===== config.mk =====
export PLATFORM = sky130hd
export DESIGN_NAME = isa_dma_channel_programmer_unit_flat
export DESIGN_NICKNAME = d
export VERILOG_FILES = /design/src/rtl/idcp_pkg.sv /design/src/rtl/idcp_if.sv /design/src/rtl/isa_dma_channel_programmer_unit.sv /design/src/rtl/idcp_check.sv /design/src/rtl/idcp_seq.sv /design/src/flat_wrapper.sv
export SDC_FILE = /design/constraint.sdc
export NUM_CORES = 1
export LEC_CHECK = 0
export BUFFER_PORTS_ARGS = -buffer_cell sky130_fd_sc_hd__buf_2
export CAP_MARGIN = 20
export CORE_ASPECT_RATIO = 1.25
export CORE_UTILIZATION = 41
export DETAILED_ROUTE_END_ITERATION = 10
export PLACE_DENSITY = 0.64
export RECOVER_POWER = 50
export SYNTH_ARGS = -nofsm -noshare
export SYNTH_HDL_FRONTEND = slang
export SYNTH_HIERARCHICAL = 1
export SYNTH_SLANG_ARGS = --single-unit
export TNS_END_PERCENT = 50

===== constraint.sdc =====
create_clock -name clock -period 5.16 [get_ports clock]
set_clock_uncertainty 0.15 [all_clocks]
set_input_delay 0.516 -clock clock [delete_from_list [all_inputs] [get_ports clock]]
set_output_delay 0.516 -clock clock [all_outputs]
set_load 0.02 [all_outputs]

===== src/rtl/idcp_pkg.sv =====
// Shared types, status and sequence codes, and port tables for the ISA DMA
// channel programmer. No dependencies.
package idcp_pkg;

   localparam logic [2:0] ST_OK      = 3'd0;
   localparam logic [2:0] ST_CHANNEL = 3'd1;
   localparam logic [2:0] ST_ZERO    = 3'd2;
   localparam logic [2:0] ST_ALIGN   = 3'd3;
   localparam logic [2:0] ST_RANGE   = 3'd4;
   localparam logic [2:0] ST_WINDOW  = 3'd5;

   localparam logic [2:0] CASCADE_CHANNEL = 3'd4;

   // Position of a word within the nine-word programming sequence
   localparam logic [3:0] BEAT_MASK     = 4'd0;
   localparam logic [3:0] BEAT_CLEAR    = 4'd1;
   localparam logic [3:0] BEAT_MODE     = 4'd2;
   localparam logic [3:0] BEAT_PAGE     = 4'd3;
   localparam logic [3:0] BEAT_ADDR_LO  = 4'd4;
   localparam logic [3:0] BEAT_ADDR_HI  = 4'd5;
   localparam logic [3:0] BEAT_COUNT_LO = 4'd6;
   localparam logic [3:0] BEAT_COUNT_HI = 4'd7;
   localparam logic [3:0] BEAT_UNMASK   = 4'd8;

   localparam logic [7:0] MASK_PORT_8   = 8'h0A;
   localparam logic [7:0] MASK_PORT_16  = 8'hD4;
   localparam logic [7:0] CLEAR_PORT_8  = 8'h0C;
   localparam logic [7:0] CLEAR_PORT_16 = 8'hD8;
   localparam logic [7:0] MODE_PORT_8   = 8'h0B;
   localparam logic [7:0] MODE_PORT_16  = 8'hD6;
   localparam logic [7:0] MASK_SET_BIT  = 8'h04;

   typedef struct packed {
      logic [2:0]  status;
      logic        wide;
      logic [2:0]  channel;
      logic [7:0]  mode_byte;
      logic [7:0]  page;
      logic [15:0] offset;
      logic [15:0] count;
   } idcp_plan_type;

   typedef struct packed {
      logic [7:0] port_number;
      logic [7:0] port_data;
      logic [2:0] status;
      logic       last;
   } idcp_word_type;

   function automatic logic [7:0] page_reg_of(input logic [2:0] ch);
      logic [7:0] p;
      case (ch)
         3'd0:    p = 8'h87;
         3'd1:    p = 8'h83;
         3'd2:    p = 8'h81;
         3'd3:    p = 8'h82;
         3'd4:    p = 8'h8F;
         3'd5:    p = 8'h8B;
         3'd6:    p = 8'h89;
         3'd7:    p = 8'h8A;
         default: p = 8'h00;
      endcase
      return p;
   endfunction

   function automatic logic [7:0] addr_reg_of(input logic [2:0] ch);
      logic [7:0] p;
      case (ch)
         3'd0:    p = 8'h00;
         3'd1:    p = 8'h02;
         3'd2:    p = 8'h04;
         3'd3:    p = 8'h06;
         3'd4:    p = 8'hC0;
         3'd5:    p = 8'hC4;
         3'd6:    p = 8'hC8;
         3'd7:    p = 8'hCC;
         default: p = 8'h00;
      endcase
      return p;
   endfunction

   function automatic logic [7:0] count_reg_of(input logic [2:0] ch);
      logic [7:0] p;
      case (ch)
         3'd0:    p = 8'h01;
         3'd1:    p = 8'h03;
         3'd2:    p = 8'h05;
         3'd3:    p = 8'h07;
         3'd4:    p = 8'hC2;
         3'd5:    p = 8'hC6;
         3'd6:    p = 8'hCA;
         3'd7:    p = 8'hCE;
         default: p = 8'h00;
      endcase
      return p;
   endfunction

endpackage


===== src/rtl/idcp_if.sv =====
// Valid/ready channel interfaces for requests and port-write words.
// Depends on nothing.
interface idcp_req_if;
   logic        valid;
   logic        ready;
   logic [7:0]  mode_byte;
   logic [2:0]  channel;
   logic [31:0] phys_address;
   logic [31:0] byte_count;

   modport source (output valid, mode_byte, channel, phys_address, byte_count,
                   input ready);
   modport sink (input valid, mode_byte, channel, phys_address, byte_count,
                 output ready);
endinterface

interface idcp_rsp_if;
   logic       valid;
   logic       ready;
   logic [7:0] port_number;
   logic [7:0] port_data;
   logic [2:0] status;
   logic       last;

   modport source (output valid, port_number, port_data, status, last,
                   input ready);
   modport sink (input valid, port_number, port_data, status, last,
                 output ready);
endinterface


===== src/rtl/isa_dma_channel_programmer_unit.sv =====
// An accepted request is first registered, and its first port-write word is
// then registered into the result register; an accepted request gives
// nine words, one per cycle while the receiver is ready, and a rejected one
// gives a single status word. The word sequencer holds one request at a
// time; the next request is taken while the last word is loaded.
// Reset clears the request and result valid flags and the beat counter.
module isa_dma_channel_programmer_unit
   import idcp_pkg::*;
#(
   parameter int ADDRESS_BITS = 24
) (
   input  logic        clock,
   input  logic        reset,
   idcp_req_if.sink    req_ch,
   idcp_rsp_if.source  rsp_ch
);

   logic          req_valid_ff, req_valid_in;
   logic [7:0]    mode_ff;
   logic [2:0]    channel_ff;
   logic [31:0]   address_ff;
   logic [31:0]   count_ff;
   logic          accept;
   logic          item_done;
   idcp_plan_type plan;
   idcp_word_type word;

   assign req_ch.ready = !req_valid_ff || item_done;
   assign accept       = req_ch.valid && req_ch.ready;
   assign req_valid_in = accept ? 1'b1 : (item_done ? 1'b0 : req_valid_ff);

   always_ff @(posedge clock) begin
      if (reset) begin
         req_valid_ff <= 1'b0;
      end else begin
         req_valid_ff <= req_valid_in;
      end
   end

   // hold the request until its last word is loaded
   always_ff @(posedge clock) begin
      if (accept) begin
         mode_ff    <= req_ch.mode_byte;
         channel_ff <= req_ch.channel;
         address_ff <= req_ch.phys_address;
         count_ff   <= req_ch.byte_count;
      end
   end

   idcp_check #(
      .ADDRESS_BITS (ADDRESS_BITS)
   ) u_check (
      .mode_byte    (mode_ff),
      .channel      (channel_ff),
      .phys_address (address_ff),
      .byte_count   (count_ff),
      .plan         (plan)
   );

   idcp_seq u_seq (
      .clock      (clock),
      .reset      (reset),
      .item_valid (req_valid_ff),
      .plan       (plan),
      .item_done  (item_done),
      .rsp_valid  (rsp_ch.valid),
      .rsp_ready  (rsp_ch.ready),
      .rsp_word   (word)
   );

   assign rsp_ch.port_number = word.port_number;
   assign rsp_ch.port_data   = word.port_data;
   assign rsp_ch.status      = word.status;
   assign rsp_ch.last        = word.last;

   a_done_needs_item: assert property (@(posedge clock) disable iff (reset)
      item_done |-> req_valid_ff)
      else $error("sequence finished with no request held");

   a_held_request_stable: assert property (@(posedge clock) disable iff (reset)
      req_valid_ff && !item_done |=> $stable(address_ff) && $stable(count_ff))
      else $error("held request changed mid-sequence");

   a_refill_after_done: assert property (@(posedge clock) disable iff (reset)
      req_valid_ff && !item_done |-> !req_ch.ready)
      else $error("request taken while previous one still in sequence");

endmodule


===== src/rtl/idcp_check.sv =====
// Request checker: status of the first failing check plus the page, offset
// and count fields of the sequence. Depends on idcp_pkg.
module idcp_check
   import idcp_pkg::*;
#(
   parameter int ADDRESS_BITS = 24
) (
   input  logic [7:0]    mode_byte,
   input  logic [2:0]    channel,
   input  logic [31:0]   phys_address,
   input  logic [31:0]   byte_count,
   output idcp_plan_type plan
);

   localparam logic [32:0] LIMIT = 33'd1 << ADDRESS_BITS;

   logic        wide;
   logic [16:0] win_mask;
   logic [32:0] win_size;
   logic [32:0] end_sum;
   logic [32:0] win_end;
   logic        above_limit;
   logic [15:0] units;

   assign wide        = (channel > CASCADE_CHANNEL);
   assign win_mask    = wide ? 17'h1FFFF : 17'h0FFFF;
   assign win_size    = wide ? 33'h20000 : 33'h10000;
   assign end_sum     = {1'b0, phys_address} + {1'b0, byte_count};
   assign win_end     = {16'd0, phys_address[16:0] & win_mask} + {1'b0, byte_count};
   assign above_limit = ({1'b0, phys_address} >= LIMIT) || (end_sum > LIMIT);
   assign units       = wide ? byte_count[16:1] : byte_count[15:0];

   always_comb begin
      if (channel == CASCADE_CHANNEL) begin
         plan.status = ST_CHANNEL;
      end else if (byte_count == 32'd0) begin
         plan.status = ST_ZERO;
      end else if (wide && (phys_address[0] || byte_count[0])) begin
         plan.status = ST_ALIGN;
      end else if (above_limit) begin
         plan.status = ST_RANGE;
      end else if (win_end > win_size) begin
         plan.status = ST_WINDOW;
      end else begin
         plan.status = ST_OK;
      end
      plan.wide      = wide;
      plan.channel   = channel;
      plan.mode_byte = mode_byte;
      plan.page      = phys_address[23:16];
      plan.offset    = wide ? phys_address[16:1] : phys_address[15:0];
      plan.count     = units - 16'd1;
   end

endmodule


===== src/rtl/idcp_seq.sv =====
// Word sequencer: walks the nine port writes of a checked request into the
// result register, or emits one rejection word. Depends on idcp_pkg.
module idcp_seq
   import idcp_pkg::*;
(
   input  logic          clock,
   input  logic          reset,
   input  logic          item_valid,
   input  idcp_plan_type plan,
   output logic          item_done,
   output logic          rsp_valid,
   input  logic          rsp_ready,
   output idcp_word_type rsp_word
);

   logic [3:0]    beat_ff, beat_in;
   logic          rsp_valid_ff, rsp_valid_in;
   idcp_word_type word_ff, word_in;
   logic          load;
   logic          reject;
   logic [7:0]    low2;

   assign load      = item_valid && (!rsp_valid_ff || rsp_ready);
   assign reject    = (plan.status != ST_OK);
   assign item_done = load && (reject || (beat_ff == BEAT_UNMASK));
   assign low2      = {6'd0, plan.channel[1:0]};

   always_comb begin
      word_in.status = plan.status;
      word_in.last   = reject || (beat_ff == BEAT_UNMASK);
      case (beat_ff)
         BEAT_MASK: begin
            word_in.port_number = plan.wide ? MASK_PORT_16 : MASK_PORT_8;
            word_in.port_data   = MASK_SET_BIT | low2;
         end
         BEAT_CLEAR: begin
            word_in.port_number = plan.wide ? CLEAR_PORT_16 : CLEAR_PORT_8;
            word_in.port_data   = 8'h00;
         end
         BEAT_MODE: begin
            word_in.port_number = plan.wide ? MODE_PORT_16 : MODE_PORT_8;
            word_in.port_data   = plan.mode_byte | low2;
         end
         BEAT_PAGE: begin
            word_in.port_number = page_reg_of(plan.channel);
            word_in.port_data   = plan.page;
         end
         BEAT_ADDR_LO: begin
            word_in.port_number = addr_reg_of(plan.channel);
            word_in.port_data   = plan.offset[7:0];
         end
         BEAT_ADDR_HI: begin
            word_in.port_number = addr_reg_of(plan.channel);
            word_in.port_data   = plan.offset[15:8];
         end
         BEAT_COUNT_LO: begin
            word_in.port_number = count_reg_of(plan.channel);
            word_in.port_data   = plan.count[7:0];
         end
         BEAT_COUNT_HI: begin
            word_in.port_number = count_reg_of(plan.channel);
            word_in.port_data   = plan.count[15:8];
         end
         BEAT_UNMASK: begin
            word_in.port_number = plan.wide ? MASK_PORT_16 : MASK_PORT_8;
            word_in.port_data   = low2;
         end
         default: begin
            word_in.port_number = 8'h00;
            word_in.port_data   = 8'h00;
         end
      endcase
      // a rejection word carries only the status and the last flag
      if (reject) begin
         word_in.port_number = 8'h00;
         word_in.port_data   = 8'h00;
      end
   end

   always_comb begin
      beat_in = beat_ff;
      if (item_done) begin
         beat_in = BEAT_MASK;
      end else if (load) begin
         beat_in = beat_ff + 4'd1;
      end
   end

   assign rsp_valid_in = load ? 1'b1 : (rsp_ready ? 1'b0 : rsp_valid_ff);

   always_ff @(posedge clock) begin
      if (reset) begin
         beat_ff      <= BEAT_MASK;
         rsp_valid_ff <= 1'b0;
      end else begin
         beat_ff      <= beat_in;
         rsp_valid_ff <= rsp_valid_in;
      end
   end

   always_ff @(posedge clock) begin
      if (load) begin
         word_ff <= word_in;
      end
   end

   assign rsp_valid = rsp_valid_ff;
   assign rsp_word  = word_ff;

   a_beat_range: assert property (@(posedge clock) disable iff (reset)
      beat_ff <= BEAT_UNMASK)
      else $error("beat counter past the unmask word");

   a_reject_last: assert property (@(posedge clock) disable iff (reset)
      rsp_valid_ff && (word_ff.status != ST_OK) |->
         word_ff.last && (word_ff.port_number == 8'h00) && (word_ff.port_data == 8'h00))
      else $error("rejection word not a single zero word");

   a_reject_at_start: assert property (@(posedge clock) disable iff (reset)
      load && reject |-> beat_ff == BEAT_MASK)
      else $error("rejection seen in the middle of a sequence");

   a_beat_advance: assert property (@(posedge clock) disable iff (reset)
      load && !item_done |=> beat_ff == $past(beat_ff) + 4'd1)
      else $error("beat counter did not advance");

endmodule

===== src/flat_wrapper.sv =====
// flat-port wrapper written by rule: the top's interface ports become plain ports
module isa_dma_channel_programmer_unit_flat import idcp_pkg::*;
#(
   parameter int ADDRESS_BITS = 24
)
  (clock, reset, req_ch_valid, req_ch_mode_byte, req_ch_channel, req_ch_phys_address, req_ch_byte_count, req_ch_ready, rsp_ch_valid, rsp_ch_port_number, rsp_ch_port_data, rsp_ch_status, rsp_ch_last, rsp_ch_ready);
  idcp_req_if req_ch_i ();
  idcp_rsp_if rsp_ch_i ();
  input  logic clock;
  input  logic reset;
  input wire logic [$bits(req_ch_i.valid)-1:0] req_ch_valid;
  input wire logic [$bits(req_ch_i.mode_byte)-1:0] req_ch_mode_byte;
  input wire logic [$bits(req_ch_i.channel)-1:0] req_ch_channel;
  input wire logic [$bits(req_ch_i.phys_address)-1:0] req_ch_phys_address;
  input wire logic [$bits(req_ch_i.byte_count)-1:0] req_ch_byte_count;
  output wire logic [$bits(req_ch_i.ready)-1:0] req_ch_ready;
  output wire logic [$bits(rsp_ch_i.valid)-1:0] rsp_ch_valid;
  output wire logic [$bits(rsp_ch_i.port_number)-1:0] rsp_ch_port_number;
  output wire logic [$bits(rsp_ch_i.port_data)-1:0] rsp_ch_port_data;
  output wire logic [$bits(rsp_ch_i.status)-1:0] rsp_ch_status;
  output wire logic [$bits(rsp_ch_i.last)-1:0] rsp_ch_last;
  input wire logic [$bits(rsp_ch_i.ready)-1:0] rsp_ch_ready;
  assign req_ch_i.valid = req_ch_valid;
  assign req_ch_i.mode_byte = req_ch_mode_byte;
  assign req_ch_i.channel = req_ch_channel;
  assign req_ch_i.phys_address = req_ch_phys_address;
  assign req_ch_i.byte_count = req_ch_byte_count;
  assign req_ch_ready = req_ch_i.ready;
  assign rsp_ch_valid = rsp_ch_i.valid;
  assign rsp_ch_port_number = rsp_ch_i.port_number;
  assign rsp_ch_port_data = rsp_ch_i.port_data;
  assign rsp_ch_status = rsp_ch_i.status;
  assign rsp_ch_last = rsp_ch_i.last;
  assign rsp_ch_i.ready = rsp_ch_ready;
  isa_dma_channel_programmer_unit #(.ADDRESS_BITS(ADDRESS_BITS)) u_core (.clock(clock), .reset(reset), .req_ch(req_ch_i), .rsp_ch(rsp_ch_i));
endmodule

==> results.cfg, run 1 <==
[sta]
unrepaired_setup_endpoints_after_global_routing = true
clock.fmax_mhz = 192
period_needed_ps = 5220
drv_slew = 0
finalSetupViolations = 1
layout_worst_path_cycle_share_pct = 101
finalHoldViolations = 0
tightest_slew_ps = 804
max-slew-margin-rel_pct = 46.3
setup_ws_ps = -60.7

[clock_network]
clock_insertion_delay_worst_skew_ps = 360
clock_sink_count = 100
cts_tree = built
cts_buffers = 9
cts.htree.levels = 3
clock_path_buffers = 2
clockRootBuffer = clkbuf_16
clk_transition_reported_paths_ps = 80

[critical_path]
crit_path_top_delay_cell = or4_4
largest_driver_fanout_on_the_critical_path = 5
worstPathArrival_ps = 4550
crit_path_max_incr_delay_ps = 550
cp-end-kind = output pin
start_kind = flip-flop
crit_family = simple AND/OR/NAND/NOR gates
data_required_time_of_the_critical_path_ps = 4490
worstPathBufferInverterCount = 3
worstPathCellList = ha_2 -> inv_2 -> fa_2 -> nand2b_4 -> a211oi_4 -> buf_6 -> o211ai_1 -> and3_4 -> o31ai_4 -> mux2i_1 -> or4_4 -> nor4_4 -> nand2_1 -> o31a_1 -> or3_4 -> a21oi_4 -> nor2_1 -> nand2b_4 -> buf_6
critical_setup_path_kind = reg -> out

[floorplan]
die_x_um = 123
num_rows = 55
fp.dieArea_um2 = 18900
floorplan.initialDensity_pct = 41.7
chipHeight_um = 153
boundaryPins = 101
floorplan.core_area_um2 = 18000

[place]
dp_worst_setup_slack_ps = -17.0
hpwlAfterDp_mm = 16.4
gp_congestion = 0.967
placed_cell_count = 1124
postPlaceCellArea_um2 = 8310
port_buffers = 99

[yosys]
synth_area_per_cell_um2 = 9.26
yosysUniqueCellTypes = 84
ys_seq_elements = 100
synth_top_flop_cell = edfxtp_1
synth-warning-count = 6
async_reset_ff_share_pct = 0
netlist_area_um2 = 7530
synth_sequential_area_ratio_pct = 39.1
synth_enable_flop_cells = 94
post_synth_inst_count = 813
postSynthNetCount = 934

[detailed_routing]
drt_pre_antenna_iters = 5
detail-route-antenna-nets = 0
routed_wire_length_per_instance_um = 18.7
drt_iter0_drc = 627
totalWireLength_mm = 21.4
route.detailed.drc = 0
viasPerCell = 5.89
route.vias.total = 6745

[run_status]
outcome = complete, but fails checks
failed_checks = negative setup slack

[global_route]
first_global_vias = 6344
grt_overflow = 0
antenna_violations_before_repair = 0
maximum_number_of_pins_on_one_net_before_global_route_repair = 43
grt_first_pass_wirelength_mm = 32.7
groute.usage.overall_pct = 22.9

[finish]
insertedDiodeCount = 0
area_growth_syn_to_layout_pct = 17.1
finish.cell_count_without_fillers = 1145
layout.nets = 1033
post_route_cells_drive_above_1_share_pct = 21.8
layout.cell_area.non_filler_um2 = 8810
finalCoreUtilization_pct = 48.9
num-fill-cells = 1751

[power_and_ir_drop]
leakagePower_uw = 0.00336
maximum_ir_drop_on_the_vdd_rail_uv = 158
power-per-cell-area_nw_per_um2 = 270
post-layout-total-power_uw = 2380

[job]
drv.max_cap_violation_count = 0

[min_path]
worst_min_path_class = in -> reg
registers in the layout, summed over array words and instances (netlist names):
name                    count
u_core/count_ff            32
u_core/req_valid_ff         1
u_core/mode_ff              8
u_core/channel_ff           3
u_core/u_seq/rsp_valid      1
u_core/address_ff          32
u_core/u_seq/beat_ff        4
u_core/u_seq/rsp_word      19
layout make-up:
class                           instances  area (um2)  area share, %
Sequential cell                       100        2940           33.4
Clock inverter                          5        53.8          0.611
Multi-Input combinational cell        623        4280           48.6
Tap cell                              228         285           3.24
Clock buffer                           11         254           2.88
Timing Repair Buffer                  151         891           10.1
Inverter                               27         101           1.15
cells in the final DEF, fill, tap and decap left out, drive strengths merged, types with 6 or more instances in the layout:
master and instances:
inv 28, o21ai 39, clkbuf 35, xnor2 23
a32oi 8, a211o 6, mux2 7, o31ai 8
nand2b 11, nand4 17, ha 41, edfxtp 94
nor2 69, mux2i 6, nor4 11, dfxtp 6
nand3 20, a22oi 8, a21oi 65, and3 10
a31oi 15, nor3 20, o211ai 11, or3 9
nand2 100, a21o 16, buf 127, o21a 7
xor2 20
power breakdown:
group	internal [uW]	switching [uW]
Combinational	280	411
Sequential	949	43.5
Clock	368	327
Total	1600	781
per-layer routing:
layer,wire [um],vias up,global-route usage (%)
li1,-,3232,-
met1,8380,3165,26.4
met2,10800,281,39.8
met3,1190,67,3.88
met4,1030,0,12.0
met5,0,-,0
kinds of logic after synthesis:
| family | count (synthesis) | synth area share, % |
|---|---|---|
| and+or+nand+nor | 294 | 19.4 |
| AOI/OAI and AO/OA | 230 | 21.0 |
| other | 1 | 0.0498 |
| adders and majority gates | 42 | 7.08 |
| DFF | 100 | 39.1 |
| buffers and inverters | 90 | 6.45 |
| xor gates and xnor gates | 43 | 5.00 |
| muxes | 13 | 1.85 |
through the flow:
| stage | TNS [ps] | hold slack (ps) |
|---|---|---|
| 3_5_place_dp | -17.0 | 363 |
| 6_report | -60.7 | 174 |
| 5_1_grt | -253 | 165 |
| 3_3_place_gp | 0 | 344 |
| 2_1_floorplan | 0 | 327 |
| 4_1_cts | -92.8 | 167 |
final timing paths:
path / start / end / slack, ps / cells past startpoint
min reg2reg: u_core/u_seq/beat_ff[1]$_SDFFE_PP0P_ / u_core/u_seq/beat_ff[1]$_SDFFE_PP0P_ / 370 / 2
min: req_ch_phys_address[12] / u_core/address_ff[12]$_DFFE_PP_ / 170 / 1
max: u_core/count_ff[0]$_DFFE_PP_ / req_ch_ready / -60 / 19
max reg2reg: u_core/count_ff[0]$_DFFE_PP_ / u_core/address_ff[14]$_DFFE_PP_ / 250 / 20
Yosys cell counts (11+ instances only):
library cell  count  area share, %
a21oi_1          61            4.1
edfxtp_1         94             38
ha_1             41            6.8
xnor2_1          23            2.7
nand3_1          20            1.3
xor2_1           20            2.3
clkbuf_1         16           0.80
buf_4            26            2.6
inv_1            26            1.3
o21ai_0          32            2.1
nor2_1           68            3.4
buf_2            13           0.86
nand4_1          16            1.3
nor3_1           17            1.1
o211ai_1         11            1.1
nand2_1          99            4.9
a31oi_1          15            1.2
a21o_1           16            1.6
timing repair:
item / in CTS / in global routing
pin swaps: 13 / 2
hold buffers: 0 / 0
setup buffers: 4 / 1
gates resized for setup: 22 / 21
hold endpoints to repair: 0 / 0
setup endpoints to repair: 76 / 76
Power figures use the tool's default switching activity.
==> inputs of run 2 (changes only) <==
ABC_CLOCK_PERIOD_IN_PS = 5160   (was unset)
CORE_ASPECT_RATIO = unset   (was 1.25)
==> results.cfg, run 2 (synthesis gave the netlist of run 1 again) <==
[sta]
setup_ws_ps = -138
drv_slew = 0
finalSetupViolations = 1
period_needed_ps = 5300
tightest_slew_ps = 857
clock.fmax_mhz = 189
hold_ws_ps = 170
max-slew-margin-rel_pct = 42.8
finalHoldViolations = 0
layout_worst_path_cycle_share_pct = 103
unrepaired_setup_endpoints_after_global_routing = true

[global_route]
grt_overflow = 0
antenna_violations_before_repair = 0
first_global_vias = 6241
maximum_number_of_pins_on_one_net_before_global_route_repair = 47
groute.usage.overall_pct = 23.5
grt_first_pass_wirelength_mm = 33.5

[detailed_routing]
routed_wire_length_per_instance_um = 19.1
route.vias.total = 6788
totalWireLength_mm = 22.0
detail-route-antenna-nets = 0
drt_iter0_drc = 742
route.detailed.drc = 0
viasPerCell = 5.89
drt_pre_antenna_iters = 6

[run_status]
outcome = complete, but fails checks
failed_checks = negative setup slack

[place]
gp_congestion = 0.918
port_buffers = 99
placed_cell_count = 1128
dp_worst_setup_slack_ps = 9.11
hpwlAfterDp_mm = 16.6
postPlaceCellArea_um2 = 8330

[finish]
finish.cell_count_without_fillers = 1152
post_route_cells_drive_above_1_share_pct = 23.0
mostFrequentLayoutCells = nand2_1, edfxtp_1, buf_2
layout.cell_area.non_filler_um2 = 8880
area_growth_syn_to_layout_pct = 18.0
layout.nets = 1039
insertedDiodeCount = 0
commonest_non_fill_non_tap_cell_in_the_layout = nand2_1

[critical_path]
r2r.worst_path.cells = 20
cp-end-kind = output pin
largest_driver_fanout_on_the_critical_path = 5
crit_path_max_incr_delay_ps = 460
data_required_time_of_the_critical_path_ps = 4490
worstPathCellList = ha_2 -> inv_2 -> fa_2 -> nand2b_4 -> a211oi_4 -> buf_6 -> o21ai_0 -> a311oi_2 -> nor3b_1 -> nand3_1 -> o41ai_2 -> buf_4 -> nand2_1 -> o31a_1 -> or3_4 -> a21oi_2 -> nor2_1 -> nand2b_4 -> buf_6
worstPathArrival_ps = 4630
crit_path_top_delay_cell = a311oi_2
start_kind = flip-flop
critical_setup_path_kind = reg -> out

[job]
drv.max_cap_violation_count = 0

[clock_network]
cts.htree.levels = 3
clk_transition_reported_paths_ps = 80
clock_sink_count = 100
clock_insertion_delay_worst_skew_ps = 360
cts_tree = built
clockRootBuffer = clkbuf_16
cts_buffers = 9
clock_path_buffers = 2

[power_and_ir_drop]
maximum_ir_drop_on_the_vdd_rail_uv = 201
leakagePower_uw = 0.00339
power-per-cell-area_nw_per_um2 = 272

[floorplan]
fp.dieArea_um2 = 18900
floorplan.initialDensity_pct = 41.9
chipHeight_um = 137
num_rows = 49
floorplan.core_area_um2 = 18000
boundaryPins = 101
die_x_um = 137

[min_path]
worst_min_path_class = in -> reg
hold_path_depth = 1
[run 2: where the power goes]
group | internal, uW | switching [uW]
clock network | 386 | 324
logic | 291 | 418
registers | 949 | 45.9
total | 1630 | 787
[run 2: what timing repair did]
action | 4_1_cts | 5_1_grt
resized for setup | 15 | 30
pin swaps | 9 | 6
setup endpoints to repair | 47 | 80
hold buffers | 0 | 0
setup buffers | 5 | 3
[run 2: path summary, 6_finish.rpt]
kind | startpoint | endpoint | slack (ps)
setup / recovery | u_core/count_ff[0]$_DFFE_PP_ | req_ch_ready | -140
hold / removal | req_ch_phys_address[24] | u_core/address_ff[24]$_DFFE_PP_ | 170
setup reg to reg | u_core/count_ff[0]$_DFFE_PP_ | u_core/address_ff[13]$_DFFE_PP_ | 210
hold reg to reg | u_core/u_seq/beat_ff[1]$_SDFFE_PP0P_ | u_core/u_seq/beat_ff[1]$_SDFFE_PP0P_ | 370
[run 2: area by class of cell]
class | instances | area [um2]
fillers | 1684 | 9080
multi-input cells | 623 | 4310
flip-flops and latches | 100 | 2940
repair buffers | 157 | 936
well taps | 229 | 287
clock buffers | 9 | 225
inverters | 27 | 101
clock inverters | 7 | 82.6
[run 2: through the flow]
step / utilization [%] / setup TNS (ps) / power [uW]
floorplan: - / 0 / 1450
global placement: 46.4 / 0 / 1650
detailed placement: 46.4 / 0 / 1650
CTS: 48.6 / -132 / 2380
global route: 49.4 / -322 / 2520
finish: 49.4 / -138 / 2410
[run 2: per-layer routing]
layer	track usage [%]	wire (um)	share of wire, %
met1	32.8	9980	45
met2	35.2	9700	44
met3	4.67	1620	7.4
met4	9.95	686	3.1
met5	0	0	0
[run 2: critical path, delay by kind of cell (launching register included)]
family                     cells  cell delay [ps]
buffers and inverters          4              530
and+or+nand+nor                7             1240
AOI/OAI and AO/OA              6             1620
adders and majority gates      2              540
DFF                            1              370
